**config.mk**
```make
export PLATFORM = sky130hd
export DESIGN_NAME = rate_monotonic_tick_dispatch_flat
export DESIGN_NICKNAME = d
export VERILOG_FILES = /design/src/rmtd_pkg.sv /design/src/rmtd_if.sv /design/src/rate_monotonic_tick_dispatch.sv /design/src/flat_wrapper.sv
export SDC_FILE = /design/constraint.sdc
export NUM_CORES = 1
export LEC_CHECK = 0
export BUFFER_PORTS_ARGS = -buffer_cell sky130_fd_sc_hd__buf_2
export CAP_MARGIN = 20
export CORE_ASPECT_RATIO = 0.5
export CORE_UTILIZATION = 40
export DETAILED_ROUTE_END_ITERATION = 8
export HOLD_SLACK_MARGIN = 0.12
export MAX_ROUTING_LAYER = met4
export SLEW_MARGIN = 10
export SYNTH_ARGS = -nofsm -noshare
export SYNTH_HDL_FRONTEND = slang
export SYNTH_SLANG_ARGS = --single-unit
```
**constraint.sdc**
```tcl
create_clock -name clk -period 12.7 [get_ports clk]
set_input_delay 0 -clock clk [delete_from_list [all_inputs] [get_ports clk]]
set_output_delay 0 -clock clk [all_outputs]
set_load 0.01 [all_outputs]
```
**src/rmtd_pkg.sv**
```systemverilog
// Package with the types, constants and register indexes of the rate-monotonic tick dispatcher.
package rmtd_pkg;

  localparam int TASK_SLOTS_DEF = 4;
  localparam int PERIOD_REGS    = 4;
  localparam int PERIOD_W       = 16;
  localparam int TIME_W         = 32;
  localparam int TICKS_W        = 32;
  localparam int PEND_W         = 8;
  localparam int ACTIVE_W       = 3;
  localparam int RUN_SLOT_W     = 2;
  localparam int CFG_IDX_W      = 3;
  localparam int CFG_DATA_W     = 16;
  localparam int BIT_CNT_W      = 5;

  localparam logic [CFG_IDX_W-1:0] REG_ACTIVE_TASKS = CFG_IDX_W'(PERIOD_REGS);

  localparam logic       OP_TICK = 1'b0;
  localparam logic       OP_DONE = 1'b1;

  localparam logic [PEND_W-1:0]  PEND_MAX  = '1;
  localparam logic [TICKS_W-1:0] TICKS_MAX = '1;

  typedef enum logic [1:0] {
    ST_IDLE,
    ST_DIVIDE,
    ST_PICK,
    ST_OUT
  } state_t;

  typedef struct packed {
    logic                  run_valid;
    logic [RUN_SLOT_W-1:0] run_slot;
    logic [TICKS_W-1:0]    run_ticks;
    logic                  done_fault;
  } result_t;

endpackage

```
**src/rmtd_if.sv**
```systemverilog
// Handshake interfaces that carry the input words and the result words of the dispatcher.
interface rmtd_in_if;
  logic                         valid;
  logic                         ready;
  logic                         operation;
  logic [rmtd_pkg::TIME_W-1:0]  time_now;

  modport source (output valid, output operation, output time_now, input ready);
  modport sink   (input valid, input operation, input time_now, output ready);
endinterface

interface rmtd_out_if;
  logic                              valid;
  logic                              ready;
  logic                              run_valid;
  logic [rmtd_pkg::RUN_SLOT_W-1:0]   run_slot;
  logic [rmtd_pkg::TICKS_W-1:0]      run_ticks;
  logic                              done_fault;

  modport source (output valid, output run_valid, output run_slot, output run_ticks,
                  output done_fault, input ready);
  modport sink   (input valid, input run_valid, input run_slot, input run_ticks,
                  input done_fault, output ready);
endinterface

```
**src/rate_monotonic_tick_dispatch.sv**
```systemverilog
// Top level of the rate-monotonic tick dispatcher with its shared restoring modulo unit.
// A done word goes from acceptance straight to the output state; a tick word runs the modulo
// unit over each active slot in turn, one modulo bit per cycle for each active period, then picks.
// Input is ready again once the result register loads, and a result held back stalls the next
// word.
// Synchronous active-low reset: counters and active tasks zero, periods one, no current slot.
module rate_monotonic_tick_dispatch #(
  parameter int TASK_SLOTS = rmtd_pkg::TASK_SLOTS_DEF
) (
  input  logic                             clk,
  input  logic                             rst_n,
  rmtd_in_if.sink                          in_chan,
  rmtd_out_if.source                       out_chan,
  input  logic                             cfg_we,
  input  logic [rmtd_pkg::CFG_IDX_W-1:0]   cfg_index,
  input  logic [rmtd_pkg::CFG_DATA_W-1:0]  cfg_data
);

  localparam int SLOT_W = $clog2(TASK_SLOTS + 1);
  localparam int IDX_W  = (TASK_SLOTS > 1) ? $clog2(TASK_SLOTS) : 1;
  localparam logic [SLOT_W-1:0] NONE_SLOT = SLOT_W'(TASK_SLOTS);

  logic [rmtd_pkg::PERIOD_W-1:0] period_r [TASK_SLOTS];
  logic [rmtd_pkg::PERIOD_W-1:0] period_nxt [TASK_SLOTS];
  logic [rmtd_pkg::ACTIVE_W-1:0] active_r, active_nxt;
  logic [rmtd_pkg::PEND_W-1:0]   pend_r [TASK_SLOTS];
  logic [rmtd_pkg::PEND_W-1:0]   pend_nxt [TASK_SLOTS];
  logic [rmtd_pkg::TICKS_W-1:0]  exec_r [TASK_SLOTS];
  logic [rmtd_pkg::TICKS_W-1:0]  exec_nxt [TASK_SLOTS];
  logic [SLOT_W-1:0]             cur_r, cur_nxt;

  rmtd_pkg::state_t              state_r, state_nxt;
  logic [SLOT_W-1:0]             slot_r, slot_nxt;
  logic [rmtd_pkg::BIT_CNT_W-1:0] bit_cnt_r, bit_cnt_nxt;
  logic [rmtd_pkg::PERIOD_W-1:0] rem_r, rem_nxt;
  logic [rmtd_pkg::TIME_W-1:0]   time_r, time_nxt;
  logic [rmtd_pkg::TIME_W-1:0]   shift_r, shift_nxt;
  rmtd_pkg::result_t             res_r, res_nxt;
  rmtd_pkg::result_t             out_r, out_nxt;
  logic                          out_valid_r, out_valid_nxt;

  logic [rmtd_pkg::ACTIVE_W-1:0] n_act;
  logic [IDX_W-1:0]              slot_idx;
  logic [IDX_W-1:0]              cur_idx;
  logic [rmtd_pkg::PERIOD_W:0]   rem_sh;
  logic [rmtd_pkg::PERIOD_W:0]   rem_sub;
  logic [rmtd_pkg::PERIOD_W-1:0] rem_step;
  logic                          found;
  logic [IDX_W-1:0]              sel;
  logic [rmtd_pkg::TICKS_W-1:0]  sel_ticks;
  logic                          out_free;

  assign n_act    = (active_r > rmtd_pkg::ACTIVE_W'(TASK_SLOTS))
                    ? rmtd_pkg::ACTIVE_W'(TASK_SLOTS) : active_r;
  assign slot_idx = slot_r[IDX_W-1:0];
  assign cur_idx  = cur_r[IDX_W-1:0];
  assign out_free = !out_valid_r || out_chan.ready;

  assign in_chan.ready       = (state_r == rmtd_pkg::ST_IDLE);
  assign out_chan.valid      = out_valid_r;
  assign out_chan.run_valid  = out_r.run_valid;
  assign out_chan.run_slot   = out_r.run_slot;
  assign out_chan.run_ticks  = out_r.run_ticks;
  assign out_chan.done_fault = out_r.done_fault;

  // Restoring modulo step: one remainder bit per cycle.
  always_comb begin
    rem_sh   = {rem_r, shift_r[rmtd_pkg::TIME_W-1]};
    rem_sub  = rem_sh - {1'b0, period_r[slot_idx]};
    rem_step = (rem_sh >= {1'b0, period_r[slot_idx]}) ? rem_sub[rmtd_pkg::PERIOD_W-1:0]
                                                      : rem_sh[rmtd_pkg::PERIOD_W-1:0];
  end

  // Highest-priority active slot with releases pending.
  always_comb begin
    found = 1'b0;
    sel   = '0;
    for (int i = TASK_SLOTS - 1; i >= 0; i--) begin
      if ((rmtd_pkg::ACTIVE_W'(i) < n_act) && (pend_r[i] != '0)) begin
        found = 1'b1;
        sel   = IDX_W'(i);
      end
    end
    sel_ticks = (exec_r[sel] == rmtd_pkg::TICKS_MAX) ? exec_r[sel] : exec_r[sel] + 1'b1;
  end

  always_comb begin
    period_nxt    = period_r;
    active_nxt    = active_r;
    pend_nxt      = pend_r;
    exec_nxt      = exec_r;
    cur_nxt       = cur_r;
    state_nxt     = state_r;
    slot_nxt      = slot_r;
    bit_cnt_nxt   = bit_cnt_r;
    rem_nxt       = rem_r;
    time_nxt      = time_r;
    shift_nxt     = shift_r;
    res_nxt       = res_r;
    out_nxt       = out_r;
    out_valid_nxt = out_valid_r;

    if (out_valid_r && out_chan.ready) begin
      out_valid_nxt = 1'b0;
    end

    if (cfg_we) begin
      for (int i = 0; i < TASK_SLOTS; i++) begin
        if ((i < rmtd_pkg::PERIOD_REGS) && (cfg_index == rmtd_pkg::CFG_IDX_W'(i))) begin
          period_nxt[i] = cfg_data;
        end
      end
      if (cfg_index == rmtd_pkg::REG_ACTIVE_TASKS) begin
        active_nxt = cfg_data[rmtd_pkg::ACTIVE_W-1:0];
      end
    end

    case (state_r)
      rmtd_pkg::ST_IDLE: begin
        if (in_chan.valid) begin
          res_nxt = '0;
          if (in_chan.operation == rmtd_pkg::OP_TICK) begin
            time_nxt    = in_chan.time_now;
            shift_nxt   = in_chan.time_now;
            rem_nxt     = '0;
            bit_cnt_nxt = '0;
            slot_nxt    = '0;
            state_nxt   = rmtd_pkg::ST_DIVIDE;
          end else begin
            if (cur_r >= NONE_SLOT) begin
              res_nxt.done_fault = 1'b1;
            end else begin
              if ((rmtd_pkg::ACTIVE_W'(cur_r) < n_act) && (pend_r[cur_idx] != '0)) begin
                pend_nxt[cur_idx] = pend_r[cur_idx] - 1'b1;
              end
              cur_nxt = NONE_SLOT;
            end
            state_nxt = rmtd_pkg::ST_OUT;
          end
        end
      end
      rmtd_pkg::ST_DIVIDE: begin
        if (rmtd_pkg::ACTIVE_W'(slot_r) >= n_act) begin
          state_nxt = rmtd_pkg::ST_PICK;
        end else begin
          rem_nxt     = rem_step;
          shift_nxt   = {shift_r[rmtd_pkg::TIME_W-2:0], 1'b0};
          bit_cnt_nxt = bit_cnt_r + 1'b1;
          if (bit_cnt_r == '1) begin
            if ((period_r[slot_idx] != '0) && (rem_step == '0) &&
                (pend_r[slot_idx] != rmtd_pkg::PEND_MAX)) begin
              pend_nxt[slot_idx] = pend_r[slot_idx] + 1'b1;
            end
            rem_nxt   = '0;
            shift_nxt = time_r;
            slot_nxt  = slot_r + 1'b1;
          end
        end
      end
      rmtd_pkg::ST_PICK: begin
        if (found) begin
          cur_nxt           = SLOT_W'(sel);
          exec_nxt[sel]     = sel_ticks;
          res_nxt.run_valid = 1'b1;
          res_nxt.run_slot  = rmtd_pkg::RUN_SLOT_W'(sel);
          res_nxt.run_ticks = sel_ticks;
        end
        state_nxt = rmtd_pkg::ST_OUT;
      end
      rmtd_pkg::ST_OUT: begin
        if (out_free) begin
          out_nxt       = res_r;
          out_valid_nxt = 1'b1;
          state_nxt     = rmtd_pkg::ST_IDLE;
        end
      end
      default: begin
        state_nxt = rmtd_pkg::ST_IDLE;
      end
    endcase
  end

  always_ff @(posedge clk) begin
    if (!rst_n) begin
      for (int i = 0; i < TASK_SLOTS; i++) begin
        period_r[i] <= rmtd_pkg::PERIOD_W'(1);
        pend_r[i]   <= '0;
        exec_r[i]   <= '0;
      end
      active_r    <= '0;
      cur_r       <= NONE_SLOT;
      state_r     <= rmtd_pkg::ST_IDLE;
      out_valid_r <= 1'b0;
    end else begin
      period_r    <= period_nxt;
      pend_r      <= pend_nxt;
      exec_r      <= exec_nxt;
      active_r    <= active_nxt;
      cur_r       <= cur_nxt;
      state_r     <= state_nxt;
      out_valid_r <= out_valid_nxt;
    end
  end

  always_ff @(posedge clk) begin
    slot_r    <= slot_nxt;
    bit_cnt_r <= bit_cnt_nxt;
    rem_r     <= rem_nxt;
    time_r    <= time_nxt;
    shift_r   <= shift_nxt;
    res_r     <= res_nxt;
    out_r     <= out_nxt;
  end

  a_word_excl: assert property (@(posedge clk) disable iff (!rst_n)
    out_valid_r |-> !(out_r.run_valid && out_r.done_fault))
    else $error("A result word carries both a selection and a done fault.");

  a_ticks_nonzero: assert property (@(posedge clk) disable iff (!rst_n)
    (out_valid_r && out_r.run_valid) |-> (out_r.run_ticks != '0))
    else $error("A selected slot reports a zero executed tick count.");

  a_cur_range: assert property (@(posedge clk) disable iff (!rst_n)
    cur_r <= NONE_SLOT)
    else $error("The current slot holds a value beyond the none marker.");

  a_busy_after_accept: assert property (@(posedge clk) disable iff (!rst_n)
    (in_chan.valid && in_chan.ready) |=> !in_chan.ready)
    else $error("The dispatcher took a new word while still working on one.");

endmodule
```
**src/flat_wrapper.sv**
```systemverilog
// flat-port wrapper written by rule: the top's interface ports become plain ports
module rate_monotonic_tick_dispatch_flat 
#(
  parameter int TASK_SLOTS = rmtd_pkg::TASK_SLOTS_DEF
)
  (clk, rst_n, cfg_we, cfg_index, cfg_data, in_chan_valid, in_chan_operation, in_chan_time_now, in_chan_ready, out_chan_valid, out_chan_run_valid, out_chan_run_slot, out_chan_run_ticks, out_chan_done_fault, out_chan_ready);
  rmtd_in_if in_chan_i ();
  rmtd_out_if out_chan_i ();
  input  logic clk;
  input  logic rst_n;
  input  logic cfg_we;
  input  logic [rmtd_pkg::CFG_IDX_W-1:0] cfg_index;
  input  logic [rmtd_pkg::CFG_DATA_W-1:0] cfg_data;
  input wire logic [$bits(in_chan_i.valid)-1:0] in_chan_valid;
  input wire logic [$bits(in_chan_i.operation)-1:0] in_chan_operation;
  input wire logic [$bits(in_chan_i.time_now)-1:0] in_chan_time_now;
  output wire logic [$bits(in_chan_i.ready)-1:0] in_chan_ready;
  output wire logic [$bits(out_chan_i.valid)-1:0] out_chan_valid;
  output wire logic [$bits(out_chan_i.run_valid)-1:0] out_chan_run_valid;
  output wire logic [$bits(out_chan_i.run_slot)-1:0] out_chan_run_slot;
  output wire logic [$bits(out_chan_i.run_ticks)-1:0] out_chan_run_ticks;
  output wire logic [$bits(out_chan_i.done_fault)-1:0] out_chan_done_fault;
  input wire logic [$bits(out_chan_i.ready)-1:0] out_chan_ready;
  assign in_chan_i.valid = in_chan_valid;
  assign in_chan_i.operation = in_chan_operation;
  assign in_chan_i.time_now = in_chan_time_now;
  assign in_chan_ready = in_chan_i.ready;
  assign out_chan_valid = out_chan_i.valid;
  assign out_chan_run_valid = out_chan_i.run_valid;
  assign out_chan_run_slot = out_chan_i.run_slot;
  assign out_chan_run_ticks = out_chan_i.run_ticks;
  assign out_chan_done_fault = out_chan_i.done_fault;
  assign out_chan_i.ready = out_chan_ready;
  rate_monotonic_tick_dispatch #(.TASK_SLOTS(TASK_SLOTS)) u_core (.clk(clk), .rst_n(rst_n), .in_chan(in_chan_i), .out_chan(out_chan_i), .cfg_we(cfg_we), .cfg_index(cfg_index), .cfg_data(cfg_data));
endmodule
```
# Word level (Yosys, flattened, before mapping)
# Index checks and enable logic that the tools add are counted.
[classes] add_sub_neg=6 order_cmp=15 eq_ne=21 n_mux=77 bitwise_logic=4 n_reduce_logical=39
[op_table] cell="32-bit 2-to-1 mux" count=15
[op_table] cell="128-bit bitwise mux" count=1
[op_table] cell="32-bit case mux with 2 select lines" count=2
[op_table] cell="16-bit 2-to-1 mux" count=7
[op_table] cell="35-bit case mux with 2 select lines" count=1
[op_table] cell="32-bit binary-select mux with 2-bit select" count=1
[op_table] cell="32-bit bitwise mux" count=2
[op_table] cell="32-bit demux with 2-bit select" count=1
[op_table] cell="8-bit 2-to-1 mux" count=6
[op_table] cell="8-bit nonzero test" count=5
[op_table] cell="36-bit 2-to-1 mux" count=1
[op_table] cell="35-bit 2-to-1 mux" count=1
[op_table] cell="32-bit by 1-bit adder with 32-bit output, second input constant" count=1
[op_table] cell="16-bit binary-select mux with 2-bit select" count=1
[op_table] cell="8-bit binary-select mux with 2-bit select" count=2
[op_table] cell="8-bit demux with 2-bit select" count=2
[op_table] cell="32-bit equality test, second input constant" count=1
[op_table] cell="16-bit case mux with 2 select lines" count=1
[op_table] cell="3-bit 2-to-1 mux" count=9
[op_table] cell="17-bit by 16-bit greater-or-equal comparator with 1-bit output" count=1
[op_table] cell="16-bit logical NOT" count=1
[op_table] cell="2-bit 2-to-1 mux" count=8
[op_table] cell="2-bit AND reduction" count=8
[op_table] cell="16-bit nonzero test" count=1
[op_table] cell="38 further kinds" count=83
[word_totals] reg_bits=393 inputBits=57

# Longest topological paths before layout
[depth] ltp_word=16 ltp_mapped=18 depth_no_buf=13

# Least setup slack after synthesis
# No wires, ideal clock.
[synth_timing] path_kind="register to register" start="register u_core.slot_r[0]" end="register u_core.slot_r[0] (enable)" setup_ps=311 t_arrival_ps=5517 t_required_ps=12389 slack_ps=6872 path_stages_with_launch=11 n_path_buf=2 period_less_slack_ps=5828 path_cell_list="edfxtp_1 clkbuf_1 buf_1 inv_1 ha_1 nand2b_1 a21o_1 a211oi_1 a21oi_1 a21oi_1 and2_1"
[synth_via] elab_chain_cells=3
[synth_rtl] item="from (decl)" line="rate_monotonic_tick_dispatch.sv:33" text="logic [SLOT_W-1:0] slot_r, slot_nxt;"
[synth_rtl] item="from (signal assigned)" line="rate_monotonic_tick_dispatch.sv:206" text="slot_r <= slot_nxt;"
[synth_rtl] item="3-bit greater-or-equal comparator" line="rate_monotonic_tick_dispatch.sv:143" text="if (rmtd_pkg::ACTIVE_W'(slot_r) >= n_act) begin"
[synth_rtl] item="2-bit != test (no source line)"
[synth_rtl] item="5-bit AND reduction (no source line)"
# No other way between the ends.
# A chain may end at the register's enable or synchronous reset.

==> flow_summary.ini <==
[clock_network]
cts_resized = 0
clockBufferDepth = 3
tritoncts = done
postCtsHoldBufs = 58
cts-root-buf = clkbuf_16
cts_buffers = 38
clock_sinks = 393
post-cts-setup-buffers = 0
htree_num_levels = 2
clk_pin_slew_ns = 0.07
clkLatencyLatePin_ns = 0.56

[die]
die_w_um = 318.4
start_util = 0.4086
fp.dieArea_sq_um = 51010
die_h_um = 160.2
coreArea_sq_um = 49000
row_count = 57
io_pins = 95

[logic_synthesis]
ys_warn_count = 0
ys_types = 98
synth_nets = 2148
syn-instance-count = 2055
synthFlopType = dfxtp_1
avgSynthCellArea_sq_um = 9.743
ys_seq_area_frac = 0.4729
synth-async-reset-ratio = 0
ys_seq_elements = 393
synth_edf_count = 160
netlist_area_sq_um = 20020

[sta]
worstMarginPinSlew_ns = 1.051
finalCritPeriodShare = 0.4267
drv_slew = 0
finalClockSkew_ns = 0.02186
relSlewSlack = 0.2985
fin_setup_tns_ns = 0
hold_viol_final = 0
rsz0062_at_grt = no
fmax_mhz = 184.5
setup_viol = 0
fin_crit_ns = 5.419

[setup_path]
critPathKind = reg2reg
worst_ep_arrival_time_ns = 5.73
worstSetupEndpointType = flip-flop
startpoint_type = flip-flop
worstPathRequired_ns = 13.01
critPathMaxFanout = 15

[placed_design]
gp_congestion = 0.9420
detailed_place_hpwl_um = 38820
numPortBuffers = 94

[route]
drtPass1Iterations = 5
remaining_drc_errors = 0
wl_um = 59670
antenna_left = 0
wire_per_inst_um = 21.17
vias_per_cell = 5.974
drt_iter0_markers = 1783
vias = 16830

[grt]
grt_pass1_wl_um = 92980
overflow = 0
grt_pass1_vias = 15800
antenna_found_initial = 0
grt_max_degree = 84
grt_use_total = 0.2375

[worst_hold_path]
hold_path.class = in2reg

[layout]
syn2layout_area_growth_pct = 14.30
diodes = 0
final_nets = 2232
fill_cells = 4519
drive_gt1_frac = 0.1420

[pwr]
ir_worst_vdd_v = 0.0001079
power.leakage_nw = 7.873
p_total_mw = 4.077
power_density_nw_per_um2 = 178.2

[run_status]
outcome = completed

[job]
maxCapViolations = 0
worst paths after layout:
path / startpoint / to / slack, ns / cells past startpoint
max: u_core.pend_r[4]$_SDFFE_PN0P_ / u_core.res_r[12]$_DFFE_PP_ / 7.28 / 13
min reg2reg: u_core.res_r[29]$_DFFE_PP_ / u_core.out_chan.run_ticks[28]$_DFFE_PP_ / 0.42 / 0
min: in_chan_time_now[4] / u_core.time_r[4]$_DFFE_PP_ / 0.17 / 2
max reg2reg: u_core.pend_r[4]$_SDFFE_PN0P_ / u_core.res_r[12]$_DFFE_PP_ / 7.28 / 13
area by class of cell:
type	count	area (sq um)	area share
multi-input cells	1475	9832	0.4296
flip-flops and latches	393	9469	0.4138
repair buffers	186	1306	0.05708
clock buffers	56	1124	0.04910
well taps	649	812.0	0.03548
inverters	45	171.4	0.007490
clock inverters	14	170.2	0.007436
cell usage after synthesis (10+ instances only):
cell        n  area (sq um)
nand2_1   284          1066
dfxtp_1   233          4664
a21oi_1   193         965.9
edfxtp_1  160          4805
nand3_1   136         680.7
nor2_1    107         401.6
clkbuf_1  105         394.1
mux2i_1    45         450.4
o21ai_0    45         225.2
inv_1      44         165.2
ha_1       35         437.9
a311oi_1   34         297.8
and2_1     34         212.7
mux4_2     32         720.7
nor3_1     32         160.2
nand4_1    31         193.9
and3_1     29         181.4
o22a_1     26         227.7
a22o_1     22         192.7
nor4_1     20         125.1
xnor2_1    19         166.4
or3_1      18         112.6
a31oi_1    17         106.4
o31ai_1    17         127.6
a32oi_1    16         140.1
nor2b_1    16         100.1
xor2_1     16         140.1
buf_1      15         56.30
a21o_1     14         105.1
o211ai_1   13         97.59
a211oi_1   11         82.58
o21a_1     10         75.07
o21ai_1    10         50.05
cell families after synthesis:
logic type               synth area share
buffers and inverters             0.03912
multiplexers                      0.05849
flip-flops                         0.4729
adder cells (fa/ha/maj)           0.02287
AND/OR/NAND/NOR                    0.1972
AO/OA/AOI/OAI                      0.1940
XOR/XNOR                          0.01531
power by group:
part           internal, mW  switching, mW  total [mW]
sequential             1.61         0.0949        1.71
combinational         0.398          0.774        1.17
clock                 0.681          0.519        1.20
total                  2.69           1.39        4.08
placed cells by master, fill, tap and decap left out, types with 10 or more instances in the layout:
cell           synthesis  routed
mux4_2                32      32
mux2i_1               45      45
o211ai_1              13      13
dfxtp_1              233     233
edfxtp_1             160     160
nand2_1              284     284
nand3_1              136     136
o21ai_0               45      45
nor4_1                20      19
and3_1                29      29
nor2_1               107     104
or3_1                 18      18
clkbuf_16              0      39
nor3_1                32      32
o21ai_1               10      10
o31ai_1               17      17
a211oi_1              11      10
a311oi_1              34      34
dlygate4sd3_1          0      58
buf_2                  8      94
inv_1                 44      43
and2_1                34      33
o21a_1                10      10
a21o_1                14      14
xor2_1                16      16
xnor2_1               19      19
a21oi_1              193     191
a32oi_1               16      16
buf_4                  9      34
ha_1                  35      33
a31oi_1               17      17
nand4_1               31      31
a22o_1                22      22
o22a_1                26      26
nor2b_1               16      15
routing by layer:
layer  wire length, um  part of all wire  GRT usage  vias up
met1             26960              0.45     0.3268     8136
met3              4598             0.077    0.04287      109
met2             26670              0.45     0.3591      660
met4              1442             0.024    0.06280        0
li1                  -                 -          -     7929
met5                 0                 0          -        -
registers in the layout, summed over array words and instances (netlist names):
register and count:
u_core.exec_r 128, u_core.period_r 64, u_core.res_r 36, u_core.out_chan.run_ticks 32
u_core.pend_r 32, u_core.shift_r 32, u_core.time_r 32, u_core.rem_r 16
u_core.bit_cnt_r 5, u_core.active_r 3, u_core.cur_r 3, u_core.slot_r 3
u_core.out_chan.run_slot 2, u_core.state_r 2, u_core.out_chan.done_fault 1, u_core.out_chan.run_valid 1
u_core.out_chan.valid 1
worst max-delay path, cell delays in order (launching register included):
cell and delay, ns:
dfxtp_1 0.34, nor4_2 0.71, nand4_1 0.39, o21ai_1 0.48, a221oi_1 0.13, and2_1 0.25
inv_1 0.11, ha_1 0.27, inv_1 0.11, nor3_2 0.73, nand4_2 0.41, nor2_2 0.70
o31ai_1 0.29, and3_1 0.23
stage by stage:
stage | hold WS [ns] | area [sq um] | util | cells | worst slack (ns)
after global routing | 0.1508 | 22880 | 0.4671 | 2818 | 6.973
after CTS | 0.1452 | 22880 | 0.4670 | 2817 | 7.391
after detailed placement | 0.1937 | 21010 | 0.4287 | 2689 | 7.418
after floorplan | 0.09887 | 20020 | - | 2055 | 6.872
final | 0.1669 | 22880 | 0.4671 | 2818 | 7.281
after global placement | 0.1919 | 21010 | 0.4287 | 2689 | 7.595
(Power assumes the default switching activity.)
